[config.mk]
export PLATFORM = sky130hd
export DESIGN_NAME = tbbs_cost_unit
export DESIGN_NICKNAME = d
export VERILOG_FILES = /design/src/tbbs_pkg.sv /design/src/tbbs_cost_unit.sv
export SDC_FILE = /design/constraint.sdc
export NUM_CORES = 1
export LEC_CHECK = 0
export BUFFER_PORTS_ARGS = -buffer_cell sky130_fd_sc_hd__buf_2
export CORE_ASPECT_RATIO = 1.5
export CORE_UTILIZATION = 49
export DETAILED_ROUTE_END_ITERATION = 16
export PLACE_DENSITY = 0.85
export SYNTH_ARGS = -nofsm -noshare
export SYNTH_HDL_FRONTEND = slang
export SYNTH_SLANG_ARGS = --single-unit
[constraint.sdc]
create_clock -name vclk -period 5.25
set_input_delay 0.2625 -clock vclk [all_inputs]
set_output_delay 0.2625 -clock vclk [all_outputs]
set_load 0.005 [all_outputs]
[src/tbbs_pkg.sv]
package tbbs_pkg;

    // Default sizes handed to the top level.
    localparam int MAX_CITY_COUNT_DEF = 16;
    localparam int DIST_BITS_DEF      = 16;

    // Tour costs are kept in 20 bits and saturate at all ones.
    localparam int COST_BITS       = 20;
    localparam int CITY_COUNT_BITS = 5;
    localparam logic [CITY_COUNT_BITS-1:0] CITY_COUNT_RESET = 5'd16;

    typedef logic [COST_BITS-1:0] cost_t;

    localparam cost_t COST_ALL_ONES = '1;

    // Operation codes of an input beat.
    typedef enum logic [1:0] {
        OP_WRITE_DIST = 2'd0,
        OP_APPEND     = 2'd1,
        OP_START      = 2'd2
    } op_t;

    // Result of the shared cost unit: saturated sum and bound compare.
    typedef struct packed {
        cost_t cost;
        logic  below;
    } cost_res_t;

endpackage

[src/tbbs_cost_unit.sv]
module tbbs_cost_unit
    import tbbs_pkg::*;
#(
    parameter int DIST_BITS = DIST_BITS_DEF
) (
    input  cost_t                base,
    input  logic [DIST_BITS-1:0] edge_dist,
    input  logic                 zero,
    input  cost_t                bound,
    output cost_res_t            res
);

    localparam int SUM_W = ((DIST_BITS > COST_BITS) ? DIST_BITS : COST_BITS) + 1;

    logic [SUM_W-1:0] sum;
    cost_t            sat;

    // Saturating add of one edge to a partial cost (forced to zero when zero is set), then the bound compare.
    always_comb
    begin
        sum = SUM_W'(base) + SUM_W'(edge_dist);
        if (zero)
        begin
            sat = '0;
        end
        else if (sum > SUM_W'(COST_ALL_ONES))
        begin
            sat = COST_ALL_ONES;
        end
        else
        begin
            sat = sum[COST_BITS-1:0];
        end
        res.cost  = sat;
        res.below = (sat < bound);
    end

endmodule

==> flow_summary.json <==
{
  "status": "complete, no violations",
  "hold_class": "primary input to output pin",
  "place_inst": 330,
  "p_per_area_nw_per_um2": 116,
  "fp.dieW_um": 48.5,
  "syn2layout_area_growth_pct": 26.3,
  "port_buffers": 78,
  "synth_area_leaders": "ha_1, a21oi_1, inv_1",
  "grt_pass1_wl_um": 6810,
  "tightest_slew_ns": 0.611,
  "synth_fp_nets": 308,
  "path_class": "primary input to output pin",
  "yosys_warnings": 0,
  "synth_top_area_frac": 0.275,
  "seq_area_um2": 0,
  "grt_max_degree": 23,
  "final-setup-viol-count": 0,
  "track_usage": 0.235,
  "rsz0062_at_grt": "false",
  "end_kind": "output pin",
  "diodes": 0,
  "vias": 1867,
  "io_pins": 78,
  "detail-route-antenna-nets": 0,
  "required_ns": 4.99,
  "core_area_um2": 3130,
  "drcViolationCount": 0,
  "dr_wl_met2_um": 2280,
  "vias_per_cell": 5.66,
  "finalHoldViolations": 0,
  "critical_path.max_fanout": 16,
  "synth_area_um2": 1590,
  "slew_headroom": 0.592,
  "num_rows": 25,
  "seq_cells": 0,
  "post_cts_buffers": 0,
  "avgSynthCellArea_um2": 7.40,
  "finalMaxSlewViolations": 0,
  "grt.overflow.total": 0,
  "yosys.area.top_type": "ha_1",
  "met3WireLength_um": 152,
  "hold_buffers": 0,
  "nClkBuffers": 0,
  "dieArea_um2": 3480,
  "max_freq_ghz": 0.224,
  "maxUsedRoutingLayer": "met4",
  "place_congestion": 0.893,
  "drive_gt1_frac": 0.328,
  "postPlaceCellArea_um2": 2010,
  "drt-met1-wl_um": 1610,
  "cp-start-kind": "primary input",
  "ys_types": 45,
  "initial_core_util": 0.508,
  "stdcell_area_um2": 2010,
  "yosysSeqAreaShare": 0,
  "finalCritPeriodShare": 0.849,
  "finalNetCount": 385,
  "drtPass1Iterations": 4,
  "timing.final.crit_period_ns": 4.46,
  "leakagePower_nw": 1.11,
  "drt-initial-drc-count": 30,
  "final_util": 0.642,
  "cp_data_arrival_time_ns": 4.20,
  "hpwlAfterDp_um": 3710,
  "antenna_found_initial": 0,
  "ctsResizeCount": 0,
  "die_h_um": 71.8,
  "drv_cap": 0,
  "routed_wl_um": 4160,
  "worst_ir_drop_vdd_mv": 0.0649,
  "synthCells": 215,
  "whs_ns": 0.942,
  "grt_pass1_vias": 1757,
  "layout.cells.non_filler": 330,
  "wire_per_inst_um": 12.6,
  "fin_setup_tns_ns": 0
}
==> metrics by stage <==
stage,total power [mW],setup WS (ns)
global route,0.258,0.466
finish,0.233,0.791
global placement,0.226,0.885
detailed placement,0.232,0.830
floorplan,0.158,1.20
CTS,0.234,0.802
==> synthesized netlist by cell type (2+ instances only) <==
| master | n |
|---|---|
| a211oi_1 | 4 |
| a21boi_0 | 2 |
| a21o_1 | 11 |
| a21oi_1 | 24 |
| a21oi_2 | 10 |
| a221o_1 | 2 |
| a31oi_1 | 4 |
| clkbuf_1 | 2 |
| ha_1 | 35 |
| inv_1 | 32 |
| nand2_1 | 12 |
| nand2b_1 | 2 |
| nand4_1 | 7 |
| nor2_1 | 9 |
| nor3_1 | 3 |
| nor4_1 | 2 |
| o211ai_1 | 2 |
| o21a_1 | 4 |
| o21ai_0 | 11 |
| o31a_1 | 2 |
| xnor2_1 | 5 |
| xor2_1 | 7 |
==> worst max-delay path: stages <==
cell and delay [ns]:
buf_2 0.08, ha_1 0.20, inv_1 0.07, fa_1 0.40, nor2b_1 0.25, o211ai_4 0.13
a211oi_4 0.33, o31ai_4 0.15, a21o_4 0.31, a21oi_2 0.16, ha_1 0.26, a21o_1 0.18
a21o_1 0.17, a2111oi_0 0.40, o211ai_1 0.16, a221o_1 0.33, nor3b_1 0.20, buf_2 0.15
==> metal layers <==
metal  global-route usage  vias up
met2                0.512       60
met5                    0        -
met1                0.237      848
met3              0.00425       11
li1                     -      948
met4               0.0588        0
==> cell families (layout without fill, tap and decap cells) <==
group | after synthesis | count (layout) | share of synthesized area
adders and majority gates | 36 | 36 | 0.288
xor gates and xnor gates | 12 | 12 | 0.0661
buffers and inverters | 35 | 110 | 0.0897
AOI/OAI and AO/OA | 89 | 89 | 0.418
and+or+nand+nor | 43 | 43 | 0.138
==> placed cells by master, fill, tap and decap left out, types with 2 or more instances in the layout <==
master,n
a211oi_1,4
a21boi_0,2
a21o_1,11
a21oi_1,24
a21oi_2,10
a221o_1,2
a31oi_1,4
buf_2,78
ha_1,35
inv_1,32
nand2_1,12
nand2b_1,2
nand4_1,7
nor2_1,9
nor3_1,3
nor4_1,2
o211ai_1,2
o21a_1,4
o21ai_0,11
o31a_1,2
xnor2_1,5
xor2_1,7
==> final cells by class <==
type / count / area, um2
repair buffers: 78 / 390
well taps: 40 / 50.0
multi-input cells: 180 / 1450
inverters: 32 / 120
fillers: 299 / 1120
==> final timing paths <==
check,cells after the start,slack [ns],startpoint,endpoint
worst min-delay path,4,0.94,base[16],res[17]
worst max-delay path,18,0.79,base[0],res[0]
==> power breakdown <==
part	switching (mW)	internal [mW]	leakage, nW
registers	0	0	0
logic	0.126	0.107	1.11
clock network	0	0	0
total	0.126	0.107	1.11
Note: power is estimated with default switching activity, not from simulation.
